===== src/rru_pkg.sv =====
// Package for the recurrent retention block: payload structs, fixed-point
// constants and queue status type. No dependencies.
package rru_pkg;

    localparam int HEAD_DIM_DEF = 4;
    localparam int NUM_OUT      = 4;
    localparam int ELEM_W       = 16;
    localparam int DECAY_W      = 16;
    localparam int ST_W         = 48;
    localparam int OUT_W        = 32;
    localparam int ACC_W        = 68;
    localparam logic [DECAY_W-1:0] DECAY_RESET = 16'd58982;

    // Register byte address bit that selects the register index
    localparam logic REG_DECAY = 1'b0;

    typedef struct packed {
        logic              seq_start;
        logic [1:0]        elem_index;
        logic signed [15:0] q_elem;
        logic signed [15:0] k_elem;
        logic signed [15:0] v_elem;
    } in_item_t;

    typedef struct packed {
        logic signed [31:0] out_col0;
        logic signed [31:0] out_col1;
        logic signed [31:0] out_col2;
        logic signed [31:0] out_col3;
    } out_item_t;

    typedef struct packed {
        logic full;
        logic empty;
    } queue_status_t;

endpackage


===== src/rru_fifo.sv =====
// Two-entry token queue between the front and back parts.
// Depends on rru_pkg.
module rru_fifo #(
    parameter int W = 8
) (
    input  logic                   clk,
    input  logic                   rst_n,
    input  logic                   push,
    input  logic [W-1:0]           wdata,
    input  logic                   pop,
    output logic [W-1:0]           rdata,
    output rru_pkg::queue_status_t status
);
    import rru_pkg::*;

    logic [W-1:0] mem_reg [2];
    logic         wptr_reg, rptr_reg;
    logic [1:0]   count_reg;

    // Entry storage, no reset needed
    always_ff @(posedge clk)
    begin
        if (push)
        begin
            mem_reg[wptr_reg] <= wdata;
        end
    end

    // Pointers and fill count
    always_ff @(posedge clk or negedge rst_n)
    begin
        if (!rst_n)
        begin
            wptr_reg  <= 1'b0;
            rptr_reg  <= 1'b0;
            count_reg <= 2'd0;
        end
        else
        begin
            if (push)
            begin
                wptr_reg <= ~wptr_reg;
            end
            if (pop)
            begin
                rptr_reg <= ~rptr_reg;
            end
            if (push && !pop)
            begin
                count_reg <= count_reg + 2'd1;
            end
            else if (pop && !push)
            begin
                count_reg <= count_reg - 2'd1;
            end
        end
    end

    assign rdata        = mem_reg[rptr_reg];
    assign status.full  = (count_reg == 2'd2);
    assign status.empty = (count_reg == 2'd0);

endmodule


===== config.mk =====
export PLATFORM = sky130hd
export DESIGN_NAME = rru_fifo
export DESIGN_NICKNAME = d
export VERILOG_FILES = /design/src/rru_pkg.sv /design/src/rru_fifo.sv
export SDC_FILE = /design/constraint.sdc
export NUM_CORES = 1
export LEC_CHECK = 0
export ABC_AREA = 1
export BUFFER_PORTS_ARGS = -buffer_cell sky130_fd_sc_hd__buf_2
export CAP_MARGIN = 15
export CORE_MARGIN = 5
export CORE_UTILIZATION = 53
export CTS_CLUSTER_SIZE = 28
export DETAILED_ROUTE_END_ITERATION = 7
export PLACE_DENSITY_LB_ADDON = 0.08
export RECOVER_POWER = 50
export SYNTH_ARGS = -nofsm -noshare
export SYNTH_HDL_FRONTEND = slang
export SYNTH_SLANG_ARGS = --single-unit
export TNS_END_PERCENT = 10

===== constraint.sdc =====
create_clock -name clk -period 1.94 [get_ports clk]
set_input_delay 0.388 -clock clk [delete_from_list [all_inputs] [get_ports clk]]
set_output_delay 0.388 -clock clk [all_outputs]
set_load 0.01 [all_outputs]

==> impl_results.md <==
* Status: completed
* Clock Latency Late Sink at 0.30 ns
* Logic pwr share at around 29%
* Crit path max fanout at 9
* Post-synth EDFFs at 16
* Syn. warnings at 0
* CTS clk-pin slew, worst paths at 0.11 ns
* CP Cell Sequence: mux2_4 > buf_2
* CTS Sinks at 20
* Number of DRC markers in iteration 0 at 8
* Netlist Area Pre-Place at 818 um^2
* Synth Net Count at 63
* Setup Skew at ~0.009 ns
* Max stage delay cell, worst path: dfrtp_1
* WHS at 0.265 ns
* Slew @ Worst Pin at 0.518 ns
* Gr usage total at between 10% and 20%
* Detail Route Antenna Nets at 0
* VDD IR-drop max at ~0.86 mV
* Worst setup SP type: flip-flop
* Setup bufs post-CTS at 0
* CTS tree: yes
* Die height at 49.3 um
* Initial Util at a little over half
* 1st-pass router iterations at 2
* First-pass GRT wire length at 1.90 mm
* Post-DP HPWL at 854 um
* Hold/Removal Path Class: primary input to flip-flop
* Final worst path period need at 1.85 ns
* Crit. End Element: output pin
* Final max-slew violation count at 0
* Predominant post-synthesis flop cell: edfxtp_1
* Delay-heaviest family, CP: flip-flops
* GR Overflow Total at 0
* Final #Nets at 90
* # DRC at 0
* Filler Cells Inserted at 104
* Post-DP Area at 940 um^2
* Avg Vias per Cell at 4.76
* Yosys top cell area share at 58.7%
* Switching Power at between 0.3 and 0.4 mW
* Max FFs per register at 16
* Leak at 0.457 nW
* Die ar. at 2430 um^2
* Crit-path max cell delay at 0.69 ns
* Max-cap violation count at 0
* Synth area leaders: edfxtp_1 59%, mux2_4 15%, dfrtp_1 12%, inv_1 3.2%, nand2_1 2.3%
* Final Core Density at 67.1%
* Initial antenna violation count at 0
* Syn Area/Cell at 16.4 um^2
* Buf/Inv on CP at 1
* Layout cell share with drive strength beyond 1 at approximately 42%
* Cell taking the most area after synthesis: edfxtp_1
* DR vias at 438
* Slew headroom at 65.5%
* Cell with the most instances after synthesis: edfxtp_1
* Max Buffers Root-to-Sink at 2
* Clock root buffer: clkbuf_4
* Post-synthesis sequential area ratio at 70.9%
* Routed wire length at 1.08 mm
* Post-CTS Resized at 0
* Tcrit/Tclk final at 95.6%
* Multi-input gate area at 200 um^2
* Antenna Cells at 0
* Register Area at around 580 um^2
* H-Tree Depth at 1
* I/O pins at 22
* Post-Syn Instances at 50
* Number of global-route vias before repair at 412
* Largest net degree at the start of global routing at 13
* I/O Buffers at 21
* Clock share of power at 23.4%
* Yosys cell types at 12
* CP Data Required Time at approximately 1.6 ns
* Cts hold-fix bufs at 1
* FP Rows at 14
* Pwr dens at between 1000 and 1500 nW/um^2
* Internal at around 1.0 mW
* Number of synthesized register bits at 20
* Setup CP Type: flip-flop to output pin
* Top cells by count, synth: 16 x edfxtp_1, 8 x mux2_4, 7 x inv_1
* Setup TNS at 0 ns
* Num CTS Buffers at 3
* Core ar. at 1490 um^2
* Sequential power share at between 40% and 50%
* Crit path DAT at between 1 and 1.5 ns
* Sw Ratio at 27.6%
* Final setup viols at 0
* Synth-to-layout area growth at 22.2%
* Post-route design area at 1000 um^2
* Fmax at 539 MHz
* Routability cong. at ~0.73
* Async SR Flop Fraction at 20.0%
* RSZ-0062 raised after global routing: no
* Final hold vios at 0
* Die W at 49.3 um
* DR WL/cell at 11.7 um
-- worst register-to-register path, stage by stage (launching register included) --
cell	delay, ns
dfrtp_1	0.42
nor2_1	0.29
buf_4	0.21
-- worst paths after layout --
| kind | startpoint | endpoint | slack [ns] | cells after the start |
|---|---|---|---|---|
| worst max-delay path | rptr_reg | rdata[7] | 0.09 | 2 |
| worst max register to register | wptr_reg | mem_reg[0][5] | 0.74 | 2 |
| worst min register to register | wptr_reg | wptr_reg | 0.50 | 1 |
| worst min-delay path | pop | rptr_reg | 0.26 | 2 |
| min in group asynchronous | rst_n | wptr_reg | 0.44 | 2 |
| max in group asynchronous | rst_n | count_reg[0] | 1.32 | 2 |
-- stage by stage --
stage / setup WS [ns] / std cells / power (mW)
after global routing: 0.00294 / 92 / 1.50
after global placement: 0.442 / 87 / 1.09
after CTS: 0.0693 / 92 / 1.43
after floorplan: 0.748 / 50 / 0.973
final: 0.0852 / 92 / 1.41
after detailed placement: 0.418 / 87 / 1.10
-- layer usage --
| metal | share of wire, % | track usage (%) | up-vias |
|---|---|---|---|
| li1 | - | - | 226 |
| met1 | 43 | 13.5 | 196 |
| met2 | 48 | 15.2 | 14 |
| met3 | 6.6 | 2.14 | 2 |
| met4 | 2.0 | 5.38 | 0 |
| met5 | 0 | 0 | - |
-- layout make-up --
| class | count | area share [%] |
|---|---|---|
| flip-flops and latches | 20 | 58.1 |
| multi-input cells | 22 | 20.0 |
| repair buffers | 23 | 12.0 |
| clock inverters | 1 | 3.00 |
| inverters | 7 | 2.63 |
| clock buffers | 3 | 2.25 |
| well taps | 16 | 2.00 |
-- power groups by stage --
stage	clock network (mW)	registers, mW	logic, mW
2_1_floorplan	0	0.632	0.341
3_3_place_gp	0	0.684	0.406
3_5_place_dp	0	0.690	0.412
4_1_cts	0.337	0.680	0.413
5_1_grt	0.363	0.694	0.445
6_report	0.330	0.679	0.405
-- cell families after synthesis --
kind of cell / share of synthesized area, %
adders and majority gates: 1.53
xor gates and xnor gates: 3.21
buffers and inverters: 4.59
and+or+nand+nor: 5.05
DFF: 70.9
muxes: 14.7
-- layout by cell type, fill, tap and decap left out --
cell type / Yosys / layout
buf_2: 0 / 19
edfxtp_1: 16 / 16
mux2_4: 8 / 8
inv_1: 7 / 7
nand2_1: 5 / 5
dfrtp_1: 4 / 4
nor2_1: 3 / 3
clkbuf_4: 0 / 3
xor2_1: 2 / 2
clkbuf_1: 0 / 2
xnor2_1: 1 / 1
nand3_1: 1 / 1
nand4_1: 1 / 1
ha_1: 1 / 1
bufinv_16: 0 / 1
dlygate4sd3_1: 0 / 1
buf_4: 0 / 1
No activity file was read; power rests on OpenSTA's default activity.
