--- src/rru_pkg.sv ---
// Package for the recurrent retention block: payload structs, fixed-point
// constants and queue status type. No dependencies.
package rru_pkg;

    localparam int HEAD_DIM_DEF = 4;
    localparam int NUM_OUT      = 4;
    localparam int ELEM_W       = 16;
    localparam int DECAY_W      = 16;
    localparam int ST_W         = 48;
    localparam int OUT_W        = 32;
    localparam int ACC_W        = 68;
    localparam logic [DECAY_W-1:0] DECAY_RESET = 16'd58982;

    // Register byte address bit that selects the register index
    localparam logic REG_DECAY = 1'b0;

    typedef struct packed {
        logic              seq_start;
        logic [1:0]        elem_index;
        logic signed [15:0] q_elem;
        logic signed [15:0] k_elem;
        logic signed [15:0] v_elem;
    } in_item_t;

    typedef struct packed {
        logic signed [31:0] out_col0;
        logic signed [31:0] out_col1;
        logic signed [31:0] out_col2;
        logic signed [31:0] out_col3;
    } out_item_t;

    typedef struct packed {
        logic full;
        logic empty;
    } queue_status_t;

endpackage

--- src/rru_front.sv ---
// Front part: accepts element transactions, buffers q/k/v, and pushes a
// complete token into the queue. Depends on rru_pkg.
module rru_front #(
    parameter int HEAD_DIM = rru_pkg::HEAD_DIM_DEF
) (
    input  logic                         clk,
    input  logic                         rst_n,
    input  logic                         in_valid,
    output logic                         in_stall,
    input  rru_pkg::in_item_t            in_data,
    input  rru_pkg::queue_status_t       q_status,
    output logic                         q_push,
    output logic [3*HEAD_DIM*16:0]       q_wdata
);
    import rru_pkg::*;

    localparam int IDX_W = $clog2(HEAD_DIM);
    localparam int VEC_W = HEAD_DIM * ELEM_W;

    logic [ELEM_W-1:0] qbuf_reg [HEAD_DIM];
    logic [ELEM_W-1:0] kbuf_reg [HEAD_DIM];
    logic [ELEM_W-1:0] vbuf_reg [HEAD_DIM];
    logic              pending_reg;

    logic              accept, in_range, is_last;
    logic [IDX_W-1:0]  idx;
    logic [VEC_W-1:0]  q_vec, k_vec, v_vec;

    assign in_stall = q_status.full;
    assign accept   = in_valid && !in_stall;
    assign in_range = (int'(in_data.elem_index) < HEAD_DIM);
    assign is_last  = (int'(in_data.elem_index) == HEAD_DIM - 1);
    assign idx      = IDX_W'(in_data.elem_index);

    // Buffer contents with the last-index transaction merged in
    always_comb
    begin
        for (int i = 0; i < HEAD_DIM; i++)
        begin
            q_vec[i*ELEM_W +: ELEM_W] = qbuf_reg[i];
            k_vec[i*ELEM_W +: ELEM_W] = kbuf_reg[i];
            v_vec[i*ELEM_W +: ELEM_W] = vbuf_reg[i];
        end
        if (int'(idx) == HEAD_DIM - 1)
        begin
            q_vec[(HEAD_DIM-1)*ELEM_W +: ELEM_W] = in_data.q_elem;
            k_vec[(HEAD_DIM-1)*ELEM_W +: ELEM_W] = in_data.k_elem;
            v_vec[(HEAD_DIM-1)*ELEM_W +: ELEM_W] = in_data.v_elem;
        end
    end

    assign q_push  = accept && is_last;
    assign q_wdata = {pending_reg | in_data.seq_start, q_vec, k_vec, v_vec};

    // Element buffers
    always_ff @(posedge clk)
    begin
        if (accept && in_range)
        begin
            qbuf_reg[idx] <= in_data.q_elem;
            kbuf_reg[idx] <= in_data.k_elem;
            vbuf_reg[idx] <= in_data.v_elem;
        end
    end

    // Sequence start flag, collected over the token
    always_ff @(posedge clk or negedge rst_n)
    begin
        if (!rst_n)
        begin
            pending_reg <= 1'b0;
        end
        else if (accept && in_range)
        begin
            pending_reg <= is_last ? 1'b0 : (pending_reg | in_data.seq_start);
        end
    end

endmodule

--- config.mk ---
export PLATFORM = sky130hd
export DESIGN_NAME = rru_front
export DESIGN_NICKNAME = d
export VERILOG_FILES = /design/src/rru_pkg.sv /design/src/rru_front.sv
export SDC_FILE = /design/constraint.sdc
export NUM_CORES = 1
export LEC_CHECK = 0
export ABC_AREA = 1
export BUFFER_PORTS_ARGS = -buffer_cell sky130_fd_sc_hd__buf_2
export CELL_PAD_IN_SITES_DETAIL_PLACEMENT = 1
export CELL_PAD_IN_SITES_GLOBAL_PLACEMENT = 2
export CORE_MARGIN = 2
export CORE_UTILIZATION = 30
export DETAILED_ROUTE_END_ITERATION = 12
export MAX_ROUTING_LAYER = met4
export PLACE_DENSITY = 0.73
export SLEW_MARGIN = 20
export SYNTH_ARGS = -nofsm -noshare
export SYNTH_HDL_FRONTEND = slang
export SYNTH_SLANG_ARGS = --single-unit
--- constraint.sdc ---
create_clock -name clk -period 1.55 [get_ports clk]
set_input_delay 0 -clock clk [delete_from_list [all_inputs] [get_ports clk]]
set_output_delay 0 -clock clk [all_outputs]
set_load 0.03 [all_outputs]
==> results_dict.tcl <==
set metrics [dict create \
    finalCritPeriodShare_pct 81.13 \
    drtIter0Drc 177 \
    skew_ns 0 \
    critPathLaunchType "primary input" \
    overflow 0 \
    clock_path_buffers 2 \
    synth_nets 428 \
    place_inst 897 \
    routed_wl_mm 17.10 \
    finalHoldViolCount 0 \
    grt_pass1_vias 4588 \
    multi_input_area_um2 710.7 \
    stdcell_count 982 \
    num_antenna_cells 0 \
    drc 0 \
    core_um2 21890 \
    yosysSeqAreaShare_pct 86.49 \
    layout-drive-gt1-share_pct 43.16 \
    worstMarginPinSlew_ns 0.4310 \
    fin_setup_tns_ns 0 \
    antenna_found_initial 0 \
    pin_count 251 \
    routed_via_density 4.331 \
    slew_violations 0 \
    synth_seq_cells 193 \
    worstSkewPairLatency_ns 0.42 \
    worst_path_largest_cell_delay_ns 0.35 \
    num_vias 4253 \
    max-slew-margin-rel_pct 71.27 \
    area_growth_syn_to_layout_pct 41.51 \
    synth_cells 372 \
    cp.buffers_inverters 3 \
    core.rowCount 54 \
    p_sw_uw 2917 \
    die-area_um2 23530 \
    numClockSinks 193 \
    path_class "in2out" \
    start_util_pct 30.58 \
    dpl.hpwl_mm 11.49 \
    power.internal_uw 8888 \
    track_usage_pct 15.04 \
    cts_buffers 17 \
    setup_viol 0 \
    syn_area_um2 6695 \
    vdd_drop_max_v 0.0006682 \
    rsz0062_at_grt "false" \
    cts_root_buffer "clkbuf_16" \
    synth_cell_types 14 \
    crit_top_cell "buf_2" \
    ant_nets 0 \
    yosys_warnings 0 \
    crit_path_cell_trace "buf_2, nand2_8, nor2_4, buf_12, buf_2" \
    grt_max_degree 49 \
    crit_family "buffers and inverters" \
    seqCellArea_um2 5791 \
    wl_per_cell_um 17.42 \
    period_minus_slack_ns 1.257 \
    crit_fanout 39 \
    avgSynthCellArea_um2 18.00 \
    hold_class "in2reg" \
    powerDensity_nw_per_um2 1246 \
    p_comb_share_pct 9.8 \
    grt_pass1_wl_mm 26.47 \
    fmax_ghz 0.7953 \
    drv_cap 0 \
    status "finished, final reports clean" \
    p_clk_share_pct 39.8 \
    die_x_um 153.4 \
    final_nets 745 \
    sequentialPowerShare_pct 50.4 \
    htree_levels 4 \
    crit_arrival_ns 1.26 \
    endpoint_kind "output port" \
    dieHeight_um 153.4 \
    path_clk_slew_ns 0.07 \
    port_buffers 249 \
    n_fill_cell 2276 \
    first_pass_iters 4 \
    leakagePower_uw 0.003840 \
    tritoncts "built" \
    gp_congestion 0.7085 \
    cp_slowest_cell "buf_2" \
    switching_share_pct 24.71 \
    cp.required_ns 1.55 \
]
==> metrics by stage <==
step	power, uW	hold slack (ns)	worst slack, ns	utilization [%]	area, um^2
detailed placement	7144	-0.2239	0.1825	37.91	8299
floorplan	6740	-0.2956	-0.3369	-	6746
global route	12260	0.05624	0.1660	43.28	9474
global placement	7112	-0.2235	0.2137	37.91	8299
CTS	11950	0.03443	0.2489	43.28	9474
finish	11800	0.05081	0.2926	43.28	9474
==> kinds of logic after synthesis <==
logic type	count (synthesis)	share of synthesized area (%)
DFF	193	86.49
and+or+nand+nor	156	10.20
buffers and inverters	23	3.308
==> area by class of cell <==
cell class | instances | share of cell area [%]
clock buffers | 17 | 4.490
clock inverters | 15 | 2.311
inverters | 5 | 0.2245
multi-input cells | 156 | 7.501
flip-flops and latches | 193 | 61.12
well taps | 280 | 3.698
repair buffers | 316 | 20.66
==> what timing repair did <==
item | CTS | global route
resized for setup | 0 | 0
hold buffers | 53 | 0
hold endpoints to repair | 194 | 0
setup buffers | 0 | 0
==> power by group through the flow <==
| stage | combinational (uW) | sequential (uW) | clock [uW] |
|---|---|---|---|
| 6_report | 1160 | 5950 | 4690 |
| 5_1_grt | 1240 | 5970 | 5050 |
| 4_1_cts | 1180 | 5950 | 4820 |
| 3_5_place_dp | 1070 | 6070 | 0 |
| 3_3_place_gp | 1050 | 6060 | 0 |
| 2_1_floorplan | 429 | 6310 | 0 |
==> placed cells by master (no fill, tap or decap) <==
cell	n
dlygate4sd3_1	53
nor2_1	1
inv_8	1
edfxtp_1	192
nand3_2	1
bufinv_16	3
dfrtp_1	1
buf_4	8
buf_2	249
nor3_4	2
clkinv_4	2
inv_1	4
nor2_4	2
nand3_1	48
nand2_1	100
nand2_2	1
inv_4	1
nand2_8	1
clkbuf_16	17
buf_12	6
inv_6	5
clkinvlp_4	1
clkinv_8	3
==> worst reg2reg max path: stages (launching register included) <==
cell and delay, ns:
dfrtp_1 0.39, inv_1 0.07, nand2_1 0.08, nand3_2 0.08, nand2_1 0.05
==> synthesized netlist by cell type <==
cell type | number | area [um^2]
nor2_1 | 2 | 7.510
edfxtp_1 | 192 | 5766
nand2_8 | 1 | 20.02
nand3_1 | 48 | 240.2
buf_8 | 1 | 15.01
buf_6 | 16 | 180.2
nand3_2 | 1 | 10.01
dfrtp_1 | 1 | 25.02
nor2_2 | 1 | 6.260
nand2_1 | 101 | 379.1
nor3_2 | 2 | 20.02
buf_4 | 1 | 7.510
inv_1 | 4 | 15.01
inv_2 | 1 | 3.750
==> layer usage <==
metal  track usage [%]  share of wire, %  vias up  routed length [um]
met5                 -                 0        -                   0
li1                  -                 -     1993                   -
met4             4.456              0.97        0                 166
met1             18.44                42     2086                7182
met3             3.402               6.1       10                1036
met2             25.02                51      164                8716
==> final timing paths <==
path	from	to	slack [ns]	cells past startpoint
max	in_data[49]	q_push	0.29	5
min	in_valid	pending_reg	0.05	4
max reg2reg	pending_reg	pending_reg	0.77	4
min reg2reg	pending_reg	pending_reg	0.50	2
max in group asynchronous	rst_n	pending_reg	1.05	3
min in group asynchronous	rst_n	pending_reg	0.40	3
Power figures use the tool's default switching activity.
